===== config.mk =====
export PLATFORM = sky130hd
export DESIGN_NAME = enat_ram
export DESIGN_NICKNAME = d
export VERILOG_FILES = /design/src/rtl/enat_ram.sv
export SDC_FILE = /design/constraint.sdc
export NUM_CORES = 1
export LEC_CHECK = 0
export ABC_AREA = 1
export BUFFER_PORTS_ARGS = -buffer_cell sky130_fd_sc_hd__buf_2
export CORE_MARGIN = 2
export CORE_UTILIZATION = 50
export DETAILED_ROUTE_END_ITERATION = 8
export HOLD_SLACK_MARGIN = 0.1
export PLACE_DENSITY = 0.67
export SKIP_CTS_REPAIR_TIMING = 1
export SYNTH_ARGS = -nofsm -noshare
export SYNTH_HDL_FRONTEND = slang
export SYNTH_SLANG_ARGS = --single-unit

===== constraint.sdc =====
create_clock -name clk -period 1.6 [get_ports clk]
set_input_delay 0.4 -clock clk [delete_from_list [all_inputs] [get_ports clk]]
set_output_delay 0.4 -clock clk [all_outputs]
set_load 0.01 [all_outputs]

===== src/rtl/enat_ram.sv =====
// Generic single-write, single-read memory with registered read data.
`default_nettype none
module enat_ram #(
  parameter int WIDTH = 8,
  parameter int DEPTH = 16
) (
  input  logic                     clk,
  input  logic                     wr_en,
  input  logic [$clog2(DEPTH)-1:0] wr_addr,
  input  logic [WIDTH-1:0]         wr_data,
  input  logic [$clog2(DEPTH)-1:0] rd_addr,
  output logic [WIDTH-1:0]         rd_data
);

  logic [WIDTH-1:0] mem [DEPTH];
  logic [WIDTH-1:0] rd_data_r;

  // Write port.
  always_ff @(posedge clk) begin
    if (wr_en) begin
      mem[wr_addr] <= wr_data;
    end
  end

  // Registered read port.
  always_ff @(posedge clk) begin
    rd_data_r <= mem[rd_addr];
  end

  assign rd_data = rd_data_r;

endmodule
`default_nettype wire


**Word level (Yosys, flattened, before mapping)**

Memories as Yosys holds them, arrays and structs flattened. A register that Yosys moved wholly into a read port is not among the register bits.
Cells that the tools add are included.
Widths: inputs -> output; s select.

- Bitwise gates (word level): 0
- Mux-type cells: 2
- $mul: 0
- Divide/modulo/power cells: 0
- Reductions and logical operators: 0
- Add/sub/neg operators: 0
- Eq/ne operators: 0
- $lt $le $gt $ge: 0
- Shifts and indexed selects: 0

Operator list:

| kind | count |
|---|---|
| $mux 1 | 2 |

- Bits in writable memories: 128
- Bits in latches: 0
- Output and inout bits: 8
- Memories kept: 1
- Logic and storage cells: 3
- ROM bits: 0
- Bits of input ports: 18
- Register bits: 0

Memories:

| name | words | width | rd ports | clocked after Yosys merged registers in | wr ports | line | text |
|---|---|---|---|---|---|---|---|
| mem | 16 | 8 | 1 | 1 | 1 | 15 | `logic [WIDTH-1:0] mem [DEPTH];` |

**Logic depth before layout (Yosys ltp)**

Gate-level depths: netlist of run 1.

- Depth in word-level cells: 2
- Mapped depth: 8
- Mapped depth without buffers: 7

**Worst setup path before layout of run 1**

OpenSTA, ideal clock, no wires.

- Path type: input to register
- Start point: input wr_addr[2]
- End point: memory mem[10][0], enable pin
- Required time: 1230 ps
- Arrival: 981 ps
- Library setup time: 370 ps
- Slack: 249 ps
- Stages: 2
- Path buffers: 0
- Cells stage by stage: nand3b_1 -> nor2_1

RTL lines:

| element | line | text |
|---|---|---|
| from (decl) | 9 | `input logic [$clog2(DEPTH)-1:0] wr_addr,` |
| to (decl) | 15 |  |

No word-level cell before the write port.

**Worst setup path in the final report of run 1**

- Start point: register rd_data_r[4], in the netlist rd_data[4] (read register of mem)
- End point: output rd_data[4]

RTL lines:

| element | line | text |
|---|---|---|
| from (decl) | 16 | `logic [WIDTH-1:0] rd_data_r;` |
| to (decl) | 12 | `output logic [WIDTH-1:0] rd_data` |

No word-level cell between the ends.

==> metrics.md, run 1 <==
| Metric | Value |
|---|---|
| Post-synth ARST share | `0%` |
| Setup TNS | `0 ns` |
| Least-Margin Pin Slew | `0.387 ns` |
| Core ar. | `11300 sq um` |
| Routed via count | `3906` |
| Most numerous cell in the Yosys netlist | `nand2_1` |
| Clk network pwr share | `47.9%` |
| Pin count of the biggest net entering global routing | `43` |
| Die X-Extent | `111 um` |
| GRT overflow | `0` |
| CP endpoint kind | `output port` |
| Critical path launch point type | `flip-flop` |
| Nets | `615` |
| Worst Path Max Fanout | `1` |
| Sequential cell area fraction in the yosys report | `69.4%` |
| Flops & latches, synth | `136` |
| # diodes | `0` |
| Worst-path cell chain | `buf_2` |
| Worst-case clock buffer depth | `2` |
| Main synth FF type | `edfxtp_1` |
| Starting DRC count in detailed routing | `293` |
| Netlist cell types | `12` |
| Share of cells above drive strength 1 | `13.5%` |
| Reg power frac | `46.2%` |
| Initial Util | `50.9%` |
| First-pass GRT wire length | `20.0 mm` |
| Mapped Avg Cell Area | `10.5 sq um` |
| Leakage | `2.97 nW` |
| Reg2reg end | `rd_data[3]$_DFF_P_` |
| Post-synthesis cell count | `551` |
| Die height | `111 um` |
| Worst EP arrival | `0.94 ns` |
| Drt first pass iters | `5` |
| Yosys warning count | `0` |
| Die ar. | `12400 sq um` |
| Root Driver | `clkbuf_16` |
| Post-DRT Antenna Nets | `0` |
| H-tree levels | `4` |
| Worst slew margin | `74.2%` |
| Tightest Hold Check Type | `input pin to flip-flop` |
| Pwr/cell area | `1280 nW/um^2` |
| Final Core Density | `60.0%` |
| Worst skew pair latency | `0.43 ns` |
| Min Clock Period, post-route | `1.34 ns` |
| Max rail drop VDD | `0.754 mV` |
| Vias/cell | `5.19` |
| Boundary pin count | `26` |
| Fin crit share | `83.5%` |
| CTS tree | `done` |
| Post-synth EDFFs | `128` |
| Critical path class | `flip-flop to output port` |
| Most frequent cells after synthesis | `173 x nand2_1, 128 x edfxtp_1, 100 x inv_1` |
| Vias in the first global route | `3745` |
| RR Startpoint | `mem[1][3]$_DFFE_PP_` |
| Max Cap Viol | `0` |
| Synth area leaders | `edfxtp_1 67%, nand2_1 11%, nand3_1 8.4%` |
| Final Hold Fails | `0` |
| Total CTS buffers | `17` |
| Fmax | `749 MHz` |
| Cell internal pwr | `0.00688 W` |
| GPL Wtd Cong | `0.888` |
| Final setup fails | `0` |
| Worst path slowest cell | `dfxtp_1` |
| CP Buf/Inv Count | `1` |
| Reg2reg path depth | `6` |
| Synth top area share | `66.7%` |
| Post-route DRC | `0` |
| Reg clk slew, reported paths | `0.06 ns` |
| RSZ-0062 raised after global routing | `no` |
| Logic gate share of total power | `5.9%` |
| Gr usage total | `21.8%` |
| Clock skew | `0.0199 ns` |
| Crit path largest cell delay | `0.37 ns` |
| Max-slew violation total from the final report | `0` |
| Area grow syn2layout | `17.8%` |
| Switch share | `20.7%` |
| Crit path to | `rd_data[4]` |
| Final WL | `12.7 mm` |
| Levels on crit path | `1` |
| Cell taking the most area after synthesis | `edfxtp_1` |
| CTS sink cnt | `136` |
| Critical Path RT | `1.20 ns` |
| Cell Area, Synth | `5770 sq um` |
| Port bufs | `25` |
| Largest delay contributor family on the critical path | `flip-flops` |
| Flop-to-flop setup slack | `0.59 ns` |
| Syn nets | `569` |
| Drt wl/cell | `16.9 um` |
| Std-Cell Rows | `39` |
| Worst setup path start | `rd_data[4]$_DFF_P_` |
| Psw | `0.00180 W` |
| Hold WS | `0.391 ns` |
| Status | `finished, final reports clean` |
| Initial antenna violation count | `0` |
| Dpl hpwl | `7.75 mm` |
metal layers:
layer | vias to the layer above | routed length (um) | global-route usage (%) | part of all wire (%)
met4 | 0 | 216 | 8.56 | 1.7
met5 | - | 0 | 0 | 0
met1 | 1883 | 5330 | 29.1 | 42
li1 | 1862 | - | - | -
met2 | 146 | 6260 | 34.5 | 49
met3 | 15 | 903 | 5.72 | 7.1
layout make-up:
cell class              count  area [sq um]
fillers                   885          4530
inverters                 102           383
clock buffers              17           425
flip-flops and latches    136          4000
well taps                 143           179
multi-input cells         289          1210
repair buffers             51           383
clock inverters            14           206
cell usage in the layout, fill, tap and decap left out:
cell	netlist	routed
buf_12	0	5
buf_2	13	25
buf_4	4	21
bufinv_16	0	5
clkbuf_16	0	17
clkinv_1	0	2
clkinv_2	0	2
clkinv_4	0	1
clkinvlp_4	0	4
dfxtp_1	8	8
edfxtp_1	128	128
inv_1	100	100
inv_2	2	2
nand2_1	173	173
nand3_1	97	97
nand3b_1	2	2
nor2_1	17	17
sequential cells by signal, indices dropped and copies added, names as in the netlist:
| register | count |
|---|---|
| mem | 128 |
| rd_data | 8 |
power by group through the flow:
stage / Combinational [W] / Clock [W] / Sequential (W)
final: 0.000514 / 0.00415 / 0.00401
after detailed placement: 0.000513 / 0 / 0.00408
after floorplan: 0.000281 / 0 / 0.00409
after CTS: 0.000517 / 0.00417 / 0.00401
after global placement: 0.000505 / 0 / 0.00408
after global routing: 0.000571 / 0.00432 / 0.00401
kinds of logic (layout without fill, tap and decap cells):
kind of cell	Yosys count	count (layout)	synth area share, %
DFF	136	136	69.4
buffers and inverters	126	184	9.52
and+or+nand+nor	289	289	21.0
how the worst min path moves through the flow:
stage / start / to / slack (ns) / depth (start not counted)
after floorplan: wr_data[0] / mem[0][0]$_DFFE_PP_ / 0.50 / 0
after global placement: mem[12][6]$_DFFE_PP_ / rd_data[6]$_DFF_P_ / 0.66 / 6
after detailed placement: mem[5][0]$_DFFE_PP_ / rd_data[0]$_DFF_P_ / 0.67 / 6
after CTS: wr_data[2] / mem[14][2]$_DFFE_PP_ / 0.39 / 1
after global routing: wr_data[2] / mem[12][2]$_DFFE_PP_ / 0.40 / 1
final: wr_data[6] / mem[5][6]$_DFFE_PP_ / 0.39 / 1
through the flow:
step / instance area (sq um) / power (W) / std cells / worst slack [ns]
5_1_grt: 6790 / 0.00890 / 752 / 0.245
2_1_floorplan: 5770 / 0.00437 / 551 / 0.249
3_5_place_dp: 6160 / 0.00460 / 721 / 0.137
6_report: 6790 / 0.00868 / 752 / 0.264
3_3_place_gp: 6160 / 0.00459 / 721 / 0.159
4_1_cts: 6790 / 0.00870 / 752 / 0.257
Note: power is estimated with default switching activity, not from simulation.
==> run 2: changes to the inputs <==
Settings changed: PLACE_DENSITY 0.67 to 0.7.
Clock period 1.6 ns to 1.19 ns, I/O delays scaled along.
==> run 2 against run 1 <==
Compared with the run above: worst setup slack got worse by 0.24 ns; global-route usage shrank 0.091 points; clock skew decreased by 0.013 ns; via count about the same; die area did not move; wire length grew 0.20%; clock power grew 18%; combinational power up 43%; largest cell class unchanged; highest routed layer unchanged.
==> metrics.md, run 2 (same netlist as run 1, synthesis figures left out) <==
| Metric | Value |
|---|---|
| Status | `finished, final reports clean` |
| Setup TNS | `0 ns` |
| Post-route DRC | `0` |
| Reg clk slew, reported paths | `0.06 ns` |
| Hold WS | `0.304 ns` |
| Worst slew margin | `75.0%` |
| Initial Util | `50.9%` |
| Starting DRC count in detailed routing | `283` |
| Total CTS buffers | `17` |
| Post-DRT Antenna Nets | `0` |
| Worst-case clock buffer depth | `2` |
| Worst path slowest cell | `dfxtp_2` |
| Critical Path RT | `0.89 ns` |
| Std-Cell Rows | `39` |
| Fin crit share | `97.6%` |
| CP Buf/Inv Count | `1` |
| Fmax | `861 MHz` |
| Max-slew violation total from the final report | `0` |
| Cell area after placement | `6280 sq um` |
| Final Hold Fails | `0` |
| RSZ-0062 raised after global routing | `yes` |
| Crit path largest cell delay | `0.35 ns` |
| Max rail drop VDD | `1.08 mV` |
| Fillers | `887` |
| Vias in the first global route | `3725` |
| Biggest register | `mem` |
| Switch share | `21.0%` |
| CTS tree | `done` |
| Final setup fails | `0` |
| Share of cells above drive strength 1 | `15.4%` |
| Clock skew | `0.00683 ns` |
| Final Core Density | `60.6%` |
| Worst Path Max Fanout | `1` |
| Final WL | `12.7 mm` |
| Dpl hpwl | `7.98 mm` |
| Port bufs | `25` |
| CTS sink cnt | `136` |
| Register area | `4010 sq um` |
| Least-Margin Pin Slew | `0.375 ns` |
| Cell internal pwr | `0.00872 W` |
| Critical path class | `flip-flop to output port` |
| H-tree levels | `4` |
| Worst skew pair latency | `0.41 ns` |
| Drt wl/cell | `16.7 um` |
| Area grow syn2layout | `18.9%` |
| Max reg flops | `128` |
| Routed via count | `3905` |
| GRT overflow | `0` |
| Nets | `623` |
| Worst EP arrival | `0.86 ns` |
| Critical path launch point type | `flip-flop` |
| Core ar. | `11300 sq um` |
| Finished layout cell area | `6860 sq um` |
| Multi-input gate area in the final layout | `1230 sq um` |
| Clk network pwr share | `44.5%` |
| Logic gate share of total power | `6.6%` |
| Die height | `111 um` |
| Reg power frac | `48.9%` |
| Initial antenna violation count | `0` |
| Gr usage total | `21.7%` |
| Psw | `0.00232 W` |
| GPL Wtd Cong | `0.835` |
| Die ar. | `12400 sq um` |
| Largest delay contributor family on the critical path | `flip-flops` |
| Drt first pass iters | `4` |
| Commonest non-fill, non-tap cells in the layout | `173 x nand2_1, 128 x edfxtp_1, 100 x inv_1` |
| Pwr/cell area | `1610 nW/um^2` |
| Max Cap Viol | `0` |
| Tightest Hold Check Type | `input pin to flip-flop` |
| Worst-path cell chain | `buf_6` |
| Min Clock Period, post-route | `1.16 ns` |
| Boundary pin count | `26` |
| CP endpoint kind | `output port` |
| Root Driver | `clkbuf_16` |
| Commonest non-fill, non-tap cell in the layout | `nand2_1` |
| First-pass GRT wire length | `20.3 mm` |
| Die X-Extent | `111 um` |
| Vias/cell | `5.13` |
| # diodes | `0` |
| Pin count of the biggest net entering global routing | `33` |
| Leakage | `3.00 nW` |
## run 2: changes by cell type in the layout (fill, tap and decap cells not counted), sizes merged
cell | before | now
buf | 51 | 59
clkbuf | 17 | 22
bufinv | 5 | 2
clkinvlp | 4 | 2
clkinv | 5 | 6
## run 2: layout make-up
cell class              count  share of cell area, %
well taps                 143                   2.61
inverters                 102                   5.58
flip-flops and latches    136                   58.4
multi-input cells         289                   17.9
repair buffers             59                   7.37
clock inverters            10                   1.50
clock buffers              22                   6.62
## run 2: routing by layer
layer	GRT usage (%)	up-vias	wire length, um
li1	-	1885	-
met1	29.6	1830	5440
met2	34.0	171	6100
met3	5.66	19	934
met4	7.82	0	255
met5	0	-	0
## run 2: final timing paths
check                        from                   end  slack [ns]  depth (start not counted)
min                    wr_data[5]  mem[11][5]$_DFFE_PP_        0.30                          1
min reg2reg  mem[10][7]$_DFFE_PP_    rd_data[7]$_DFF_P_        0.67                          6
max reg2reg   mem[1][2]$_DFFE_PP_    rd_data[2]$_DFF_P_        0.15                          6
max            rd_data[4]$_DFF_P_            rd_data[4]        0.03                          1
## run 2: power by group through the flow
stage / Combinational (W) / Sequential, W / Clock [W]
floorplan: 0.000381 / 0.00550 / 0
global placement: 0.000705 / 0.00549 / 0
detailed placement: 0.000719 / 0.00549 / 0
CTS: 0.000727 / 0.00539 / 0.00496
global route: 0.000804 / 0.00540 / 0.00519
finish: 0.000734 / 0.00540 / 0.00491
## run 2: worst register-to-register path, stage by stage (launching register included)
cell	delay (ns)
edfxtp_1	0.36
inv_1	0.06
nand2_1	0.04
nand3_1	0.09
nand3_1	0.10
nand3_1	0.19
nand2_1	0.08
## run 2: through the flow
step	total power (W)	std cells	worst slack, ns
3_3_place_gp	0.00619	729	-0.169
4_1_cts	0.0111	761	-0.0313
3_5_place_dp	0.00621	729	-0.191
6_report	0.0110	761	0.0289
2_1_floorplan	0.00588	551	-0.0583
5_1_grt	0.0114	761	-0.00841
