===== config.mk =====
export PLATFORM = sky130hd
export DESIGN_NAME = enat_cmp
export DESIGN_NICKNAME = d
export VERILOG_FILES = /design/src/rtl/enat_pkg.sv /design/src/rtl/enat_cmp.sv
export SDC_FILE = /design/constraint.sdc
export NUM_CORES = 1
export LEC_CHECK = 0
export BUFFER_PORTS_ARGS = -buffer_cell sky130_fd_sc_hd__buf_2
export CELL_PAD_IN_SITES_DETAIL_PLACEMENT = 0
export CELL_PAD_IN_SITES_GLOBAL_PLACEMENT = 1
export CORE_AREA = 4 4 203 205
export DETAILED_ROUTE_END_ITERATION = 8
export DIE_AREA = 0 0 207 209
export GPL_ROUTABILITY_DRIVEN = 0
export PLACE_DENSITY_LB_ADDON = 0.1
export SLEW_MARGIN = 20
export SYNTH_ARGS = -nofsm -noshare
export SYNTH_HDL_FRONTEND = slang
export SYNTH_SLANG_ARGS = --single-unit

===== constraint.sdc =====
create_clock -name vclk -period 1.5
set_input_delay 0.15 -clock vclk [all_inputs]
set_output_delay 0.15 -clock vclk [all_outputs]
set_load 0.02 [all_outputs]

===== src/rtl/enat_pkg.sv =====
// Shared types and codes for the expiring node address table.
`default_nettype none
package enat_pkg;

  // Field widths that the item formats fix.
  localparam int KEY_W  = 160;
  localparam int TIME_W = 32;
  localparam int LIFE_W = 16;
  localparam int CFG_IW = 2;
  localparam int CFG_DW = 64;

  // Item kinds.
  localparam logic [1:0] KIND_PUT    = 2'd0;
  localparam logic [1:0] KIND_LOOKUP = 2'd1;
  localparam logic [1:0] KIND_TICK   = 2'd2;

  // Result status codes.
  localparam logic [2:0] ST_NEW     = 3'd0;
  localparam logic [2:0] ST_REFRESH = 3'd1;
  localparam logic [2:0] ST_SELF    = 3'd2;
  localparam logic [2:0] ST_FULL    = 3'd3;
  localparam logic [2:0] ST_HIT     = 3'd4;
  localparam logic [2:0] ST_MISS    = 3'd5;
  localparam logic [2:0] ST_EXPIRED = 3'd6;

  // Configuration register indexes.
  localparam logic [CFG_IW-1:0] REG_OWN_TOP  = 2'd0;
  localparam logic [CFG_IW-1:0] REG_OWN_MID  = 2'd1;
  localparam logic [CFG_IW-1:0] REG_OWN_LOW  = 2'd2;
  localparam logic [CFG_IW-1:0] REG_LIFETIME = 2'd3;

  localparam logic [LIFE_W-1:0] LIFETIME_RESET = 16'd900;

  typedef struct packed {
    logic [1:0]  kind;
    logic [31:0] key_top;
    logic [63:0] key_mid;
    logic [63:0] key_low;
    logic [63:0] address_high;
    logic [63:0] address_low;
    logic [15:0] port_in;
    logic [31:0] now_seconds;
  } in_item_t;

  typedef struct packed {
    logic [2:0]  status;
    logic [63:0] found_address_high;
    logic [63:0] found_address_low;
    logic [15:0] found_port;
    logic [6:0]  removed_count;
    logic [6:0]  occupancy;
  } out_item_t;

  // One table slot as it sits in the memory.
  typedef struct packed {
    logic              valid;
    logic [KEY_W-1:0]  key;
    logic [63:0]       address_high;
    logic [63:0]       address_low;
    logic [15:0]       port;
    logic [TIME_W-1:0] expiry;
  } entry_t;

  // Flags from the shared slot compare unit.
  typedef struct packed {
    logic match;
    logic free;
    logic expired;
  } cmp_flags_t;

endpackage
`default_nettype wire


===== src/rtl/enat_cmp.sv =====
// Slot compare unit shared by every walk over the table.
`default_nettype none
module enat_cmp (
  input  enat_pkg::entry_t               entry,
  input  logic [enat_pkg::KEY_W-1:0]     key,
  input  logic [enat_pkg::TIME_W-1:0]    now,
  output enat_pkg::cmp_flags_t           flags
);
  import enat_pkg::*;

  // A slot matches only when it holds the key; it expires when now is past its expiry.
  always_comb begin
    flags.match   = entry.valid && (entry.key == key);
    flags.free    = !entry.valid;
    flags.expired = entry.valid && (now > entry.expiry);
  end

endmodule
`default_nettype wire


### After elaboration in Yosys (flattened, before gate mapping)

Cells that the tools add are included.
Widths: inputs -> output; s select.

| cells by class | value |
|---|---|
| equal/unequal tests | 1 |
| reductions and logical operators | 3 |
| magnitude comparators | 1 |

Operators with widths:

| cell | number |
|---|---|
| $eq 160x160->1 | 1 |
| $gt 32x32->1 | 1 |
| $logic_and 1x1->1 | 2 |
| $logic_not 1->1 | 1 |

| storage, ports and cells | value |
|---|---|
| bits in registers | 0 |
| word-level logic and storage cells | 5 |
| input bits | 529 |
| output and inout port bits | 3 |

### Logic depth before layout (Yosys ltp)

Gate-level depths: netlist of run 1.

| depth | value |
|---|---|
| depth after elaboration | 2 |
| depth in mapped cells | 8 |
| mapped depth without buffers | 8 |

### Worst setup path after synthesis of run 1

Ideal clock, no wire load.

| path | value |
|---|---|
| kind | input to output |
| start | input entry[289] (netlist bit) |
| end | output flags[2] (netlist bit) |
| buffers on the path | 0 |
| data required time | 1.350 ns |
| stages | 6 |
| setup slack | -0.179 ns |
| arrival time | 1.529 ns |
| cells stage by stage | nor2b_1 -> a2111o_1 -> nor4_2 -> nand4_1 -> nor4_1 -> and4_1 |

RTL lines:

| element | line | source |
|---|---|---|
| start: declaration | enat_cmp.sv:4 | `input enat_pkg::entry_t entry,` |
| end: declaration | enat_cmp.sv:7 | `output enat_pkg::cmp_flags_t flags` |

==> Flow_metrics.wiki, run 1 <==
{| class="wikitable"
! Metric !! Value
|-
| DR iter-0 viols || between 80 and 90
|-
| Relative slew margins || a little over two thirds
|-
| Routed vias/inst || ~3.3
|-
| Category of the critical setup timing path || in2out
|-
| Leakage power || about 3.2 nW
|-
| Number of global-route vias before repair || 5077
|-
| Crit path capture type || primary output
|-
| Final-layout clock buffer total || 0
|-
| Largest driver fanout on the critical path || 2
|-
| Maximum operating frequency || 478 MHz
|-
| WP data required || 1350 ps
|-
| Layout cell share with drive strength beyond 1 || 59.7%
|-
| Slew of the pin with the lowest slew margin || approximately 440 ps
|-
| Largest voltage drop on the vdd net || about 63 uV
|-
| # rows || 73
|-
| Pre-CTS worst setup slack || -862 ps
|-
| Boundary pin count || around 530
|-
| Outcome || complete, but fails checks
|-
| Largest net degree at the start of global routing || 4
|-
| Drt first pass iters || 5
|-
| Number of vias after detailed routing || 4588
|-
| Max-slew violation count || 0
|-
| Sequential-to-total area share from yosys stat || 0%
|-
| Synthesized Nets || 960
|-
| Die Y-Extent || 209 um
|-
| Min-delay worst type || in2out
|-
| Global route total overflow || 0
|-
| Max Cap Viol || 0
|-
| Power density normalized to cell area || about 240 mW/mm2
|-
| Final Util || 15.8%
|-
| Synth warn || 0
|-
| Overall global routing resource usage || between 9 and 10%
|-
| Setup repair after global routing missed its margin || yes
|-
| Total Negative Setup Slacks || -881 ps
|-
| Violations in the final reports || setup timing
|-
| Non-Filler Instances || about 1400
|-
| Arrival @ worst endpoint || ~1900 ps
|-
| Fraction of the cycle the final worst path needs || 140%
|-
| Mean area per synthesized cell || ~7.1 um2
|-
| Number of buffers inserted by hold repair at cts || 0
|-
| Initial antenna violation count || 16
|-
| Total die area || between 0.04 and 0.05 mm2
|-
| Global-route wire length before repair || 32500 um
|-
| Die Width || around 210 um
|-
| Routed wire per std cell || 16.9 um
|-
| Hold Fails Final Rpt || 0
|-
| Worst hold margin || about 690 ps
|-
| Period minus WS final || roughly 2100 ps
|-
| Distinct cell type count of the synthesized netlist || between 40 and 50
|-
| Setup ws final || -593 ps
|-
| Post-route antenna net violation count || 0
|-
| Gate count after technology mapping || between 300 and 400
|-
| Number of nets in the layout || 1412
|-
| Cell total after placement || 1373
|-
| # port buffers || ~390
|-
| Setup crit start kind || input pin
|-
| Count of unresolved DRC violations after routing || 0
|-
| Final WL || 23300 um
|-
| Detailed placement HPWL || approximately 22000 um
|-
| Initial Utilization || under 10%
|-
| Setup violators final || 2
|-
| Number of sequential cells in the layout || 0
|-
| Layout area overhead || 121%
|-
| Synthesized cell area || ~0.0028 mm2
|-
| Area of the placeable core || 0.0395 mm2
|-
| Flip-flop and latch area || 0 um2
|}
[placed cells by master (no fill, tap or decap), types with 11 or more instances in the layout]
cell type / instances
buf_2: 380
buf_4: 62
ha_1: 21
ha_4: 11
inv_1: 70
inv_2: 11
nand2b_1: 21
nand4_1: 17
nor4_1: 15
o22ai_1: 17
xnor2_1: 28
xor2_1: 71
[kinds of logic after synthesis]
logic type / share of synthesized area, %
xor gates and xnor gates: 30.7
buffers and inverters: 11.3
and+or+nand+nor: 23.7
adders and majority gates: 14.2
AOI/OAI and AO/OA: 20.1
[worst max-delay path, cell delays in order]
cell,delay [ps]
buf_2,100
nor2b_1,120
a2111o_1,410
nor4_2,210
nand4_1,180
nor4_2,260
buf_4,160
and4_2,220
buf_6,130
[metrics by stage]
stage | total power, mW | area [um2]
final | 1.50 | 6250
after global routing | 1.68 | 6240
after CTS | 1.53 | 6180
after detailed placement | 1.44 | 5970
after global placement | 1.45 | 5970
after floorplan | 0.529 | 2910
[layout make-up]
cell class | count | area (um2)
fillers | 4636 | 33200
well taps | 525 | 657
multi-input cells | 314 | 2800
repair buffers | 450 | 2460
inverters | 85 | 327
diodes | 4 | 10.0
[synth_stat cells, drive strengths merged (4+ instances only)]
master / instances / share of area (%)
a221oi: 7 / 2.2
o22ai: 17 / 3.8
nor3: 5 / 0.89
o21ai: 7 / 1.2
nand2: 6 / 0.80
xnor2: 28 / 8.7
nand2b: 21 / 4.7
nor2: 4 / 0.53
a21o: 4 / 1.1
nand3: 4 / 0.71
o2bb2ai: 4 / 1.2
nor2b: 7 / 1.8
xor2: 71 / 22
a22oi: 6 / 1.6
ha: 32 / 14
or2b: 7 / 1.9
o2111ai: 10 / 3.3
a21oi: 12 / 2.1
nand4: 18 / 4.2
inv: 84 / 11
nor4: 24 / 5.8
and4: 4 / 1.2
[routing by layer]
metal / vias up / global-route usage, % / wire length (um)
met2: 250 / 19.6 / 12200
met3: 30 / 4.26 / 2380
met5: - / 0 / 126
li1: 2320 / - / -
met1: 1970 / 10.2 / 8360
met4: 18 / 0.502 / 223
[power breakdown]
| group | leakage [nW] | internal [mW] | switching, mW |
|---|---|---|---|
| Sequential | 0 | 0 | 0 |
| Combinational | 3.24 | 0.844 | 0.659 |
| Clock | 0.0000254 | 0.000000357 | 0 |
| Total | 3.24 | 0.844 | 0.659 |
[timing repair]
item | 4_1_cts | 5_1_grt
pin swaps | 13 | 11
gates cloned | 0 | 0
buffers inserted | 0 | 1
endpoints found under the setup margin | 2 | 2
gates resized for setup | 41 | 9
[path summary, 6_finish.rpt]
| path | start | endpoint | depth (start not counted) |
|---|---|---|---|
| hold / removal | entry[336] | flags[1] | 4 |
| setup / recovery | entry[289] | flags[2] | 9 |
Power figures use the tool's default switching activity.
==> inputs of run 2 (changes only) <==
--- a/config.mk
+++ b/config.mk
@@ -13,6 +13,7 @@
 export DIE_AREA = 0 0 207 209
 export GPL_ROUTABILITY_DRIVEN = 0
 export PLACE_DENSITY_LB_ADDON = 0.1
+export SKIP_LAST_GASP = 1
 export SLEW_MARGIN = 20
 export SYNTH_ARGS = -nofsm -noshare
 export SYNTH_HDL_FRONTEND = slang
==> run 2 against run 1 <==
The run still ends with setup timing left. Sequential share of layout area is the same. Via count barely moved. Cell area shrank 0.50%.
==> Flow_metrics.wiki, run 2 (synthesis gave the netlist of run 1 again) <==
{| class="wikitable"
! Metric !! Value
|-
| # rows || 73 (unchanged)
|-
| Leading cell type in the layout, fill and taps excluded || buf_2 (unchanged)
|-
| Number of sequential cells in the layout || 0 (unchanged)
|-
| Global route total overflow || 0 (unchanged)
|-
| Number of global-route vias before repair || 5075 (was 5077)
|-
| Flip-flop and latch area || 0 um2 (unchanged)
|-
| Number of fill cells in the layout || 4638 (was 4636)
|-
| Min-delay worst type || in2out (unchanged)
|-
| Period minus WS final || 2160 ps (was 2090 ps)
|-
| Initial antenna violation count || 16 (unchanged)
|-
| Max Cap Viol || 0 (unchanged)
|-
| Die Y-Extent || 209 um (unchanged)
|-
| Final-layout clock buffer total || 0 (unchanged)
|-
| Multi-input gate area || 0.00278 mm2 (was 0.00280 mm2)
|-
| Number of buffers inserted by hold repair at cts || 0 (unchanged)
|-
| Setup crit start kind || input pin (unchanged)
|-
| Crit path capture || flags[2] (unchanged)
|-
| Drt first pass iters || 4 (was 5)
|-
| Fraction of the cycle the final worst path needs || 144% (was 140%)
|-
| Number of vias after detailed routing || 4587 (was 4588)
|-
| Commonest cells after routing, fill and taps aside || buf_2 (382), inv_1 (71), xor2_1 (71) (was buf_2 (380), xor2_1 (71), inv_1 (70))
|-
| Leakage power || 3.24 nW (about the same)
|-
| Largest net degree at the start of global routing || 4 (unchanged)
|-
| Relative slew margins || 65.6% (was 70.1%)
|-
| Layout area overhead || 120% (was 121%)
|-
| Area of the placeable core || 0.0395 mm2 (unchanged)
|-
| Post-route antenna net violation count || 0 (unchanged)
|-
| Arrival @ worst endpoint || 2010 ps (was 1940 ps)
|-
| Max-slew violation count || 0 (unchanged)
|-
| Final WL || 23300 um (about the same)
|-
| Layout cell share with drive strength beyond 1 || 59.5% (was 59.7%)
|-
| Number of nets in the layout || 1412 (unchanged)
|-
| Outcome || complete, but fails checks (unchanged)
|-
| Boundary pin count || 532 (unchanged)
|-
| Slew of the pin with the lowest slew margin || 511 ps (was 445 ps)
|-
| Setup violators final || 2 (unchanged)
|-
| Final Util || 15.8% (about the same)
|-
| # port buffers || 388 (unchanged)
|-
| DR iter-0 viols || 94 (was 86)
|-
| Total die area || 0.0433 mm2 (unchanged)
|-
| Category of the critical setup timing path || in2out (unchanged)
|-
| Violations in the final reports || setup timing (unchanged)
|-
| Cell total after placement || 1373 (unchanged)
|-
| Non-Filler Instances || 1381 (was 1378)
|-
| Hold Fails Final Rpt || 0 (unchanged)
|-
| Detailed placement HPWL || 22500 um (unchanged)
|-
| Largest driver fanout on the critical path || 2 (unchanged)
|-
| Power density normalized to cell area || 240 mW/mm2 (was 241 mW/mm2)
|-
| Setup repair after global routing missed its margin || yes (unchanged)
|-
| Final total power || 1.49 mW (was 1.50 mW)
|-
| Routed vias/inst || 3.32 (was 3.33)
|-
| Die Width || 207 um (unchanged)
|-
| Global-route wire length before repair || 32600 um (was 32500 um)
|-
| Routed wire per std cell || 16.9 um (about the same)
|-
| Overall global routing resource usage || 9.95% (about the same)
|-
| Initial Utilization || 7.15% (unchanged)
|-
| Crit path capture type || primary output (unchanged)
|-
| Largest voltage drop on the vdd net || 63.4 uV (was 62.8 uV)
|-
| Count of unresolved DRC violations after routing || 0 (unchanged)
|-
| Maximum operating frequency || 464 MHz (was 478 MHz)
|-
| First element of the critical path || entry[265] (was entry[289])
|-
| WP data required || 1350 ps (about the same)
|-
| Setup ws final || -657 ps (was -593 ps)
|}
[run 2: worst min-delay path by stage]
stage | to | start | slack [ps] | cells after the start
after detailed placement | flags[1] | entry[336] | 690 | 4
after floorplan | flags[1] | entry[336] | 380 | 1
after global routing | flags[1] | entry[336] | 710 | 4
after CTS | flags[1] | entry[336] | 690 | 4
final | flags[1] | entry[336] | 690 | 4
after global placement | flags[1] | entry[336] | 720 | 4
[run 2: report_power, final]
part / internal (mW) / switching [mW]
logic: 0.838 / 0.655
registers: 0 / 0
clock network: 0.000000627 / 0
total: 0.838 / 0.655
[run 2: layout make-up]
| cell class | count | area share, % |
|---|---|---|
| diodes | 7 | 0.282 |
| multi-input cells | 314 | 44.7 |
| inverters | 85 | 5.17 |
| repair buffers | 450 | 39.3 |
| well taps | 525 | 10.6 |
[run 2: critical path, stage by stage]
cell and delay [ps]:
buf_2 110, a222oi_1 440, buf_4 190, o2111ai_2 160, or3_1 360, nor4_2 170, and4_2 270, buf_4 150
[run 2: through the flow]
stage          instance area [um2]  setup slack [ps]  hold WS (ps)  setup TNS [ps]
2_1_floorplan                 2910             -12.3           377           -12.3
3_3_place_gp                  5970              -848           719           -1310
3_5_place_dp                  5970              -862           688           -1360
4_1_cts                       6140              -683           691           -1000
5_1_grt                       6200              -736           711           -1130
6_report                      6210              -657           691            -945
[run 2: routing by layer]
metal / part of all wire (%) / global-route usage [%]
met1: 36 / 10.2
met2: 53 / 19.6
met3: 10 / 4.28
met4: 0.79 / 0.502
met5: 0.54 / 0
[run 2: timing repair]
action	in CTS	in global routing
gates resized for setup	34	8
endpoints found under the hold margin	0	0
setup endpoints to repair	2	2
setup buffers	0	1
pin swaps	13	11
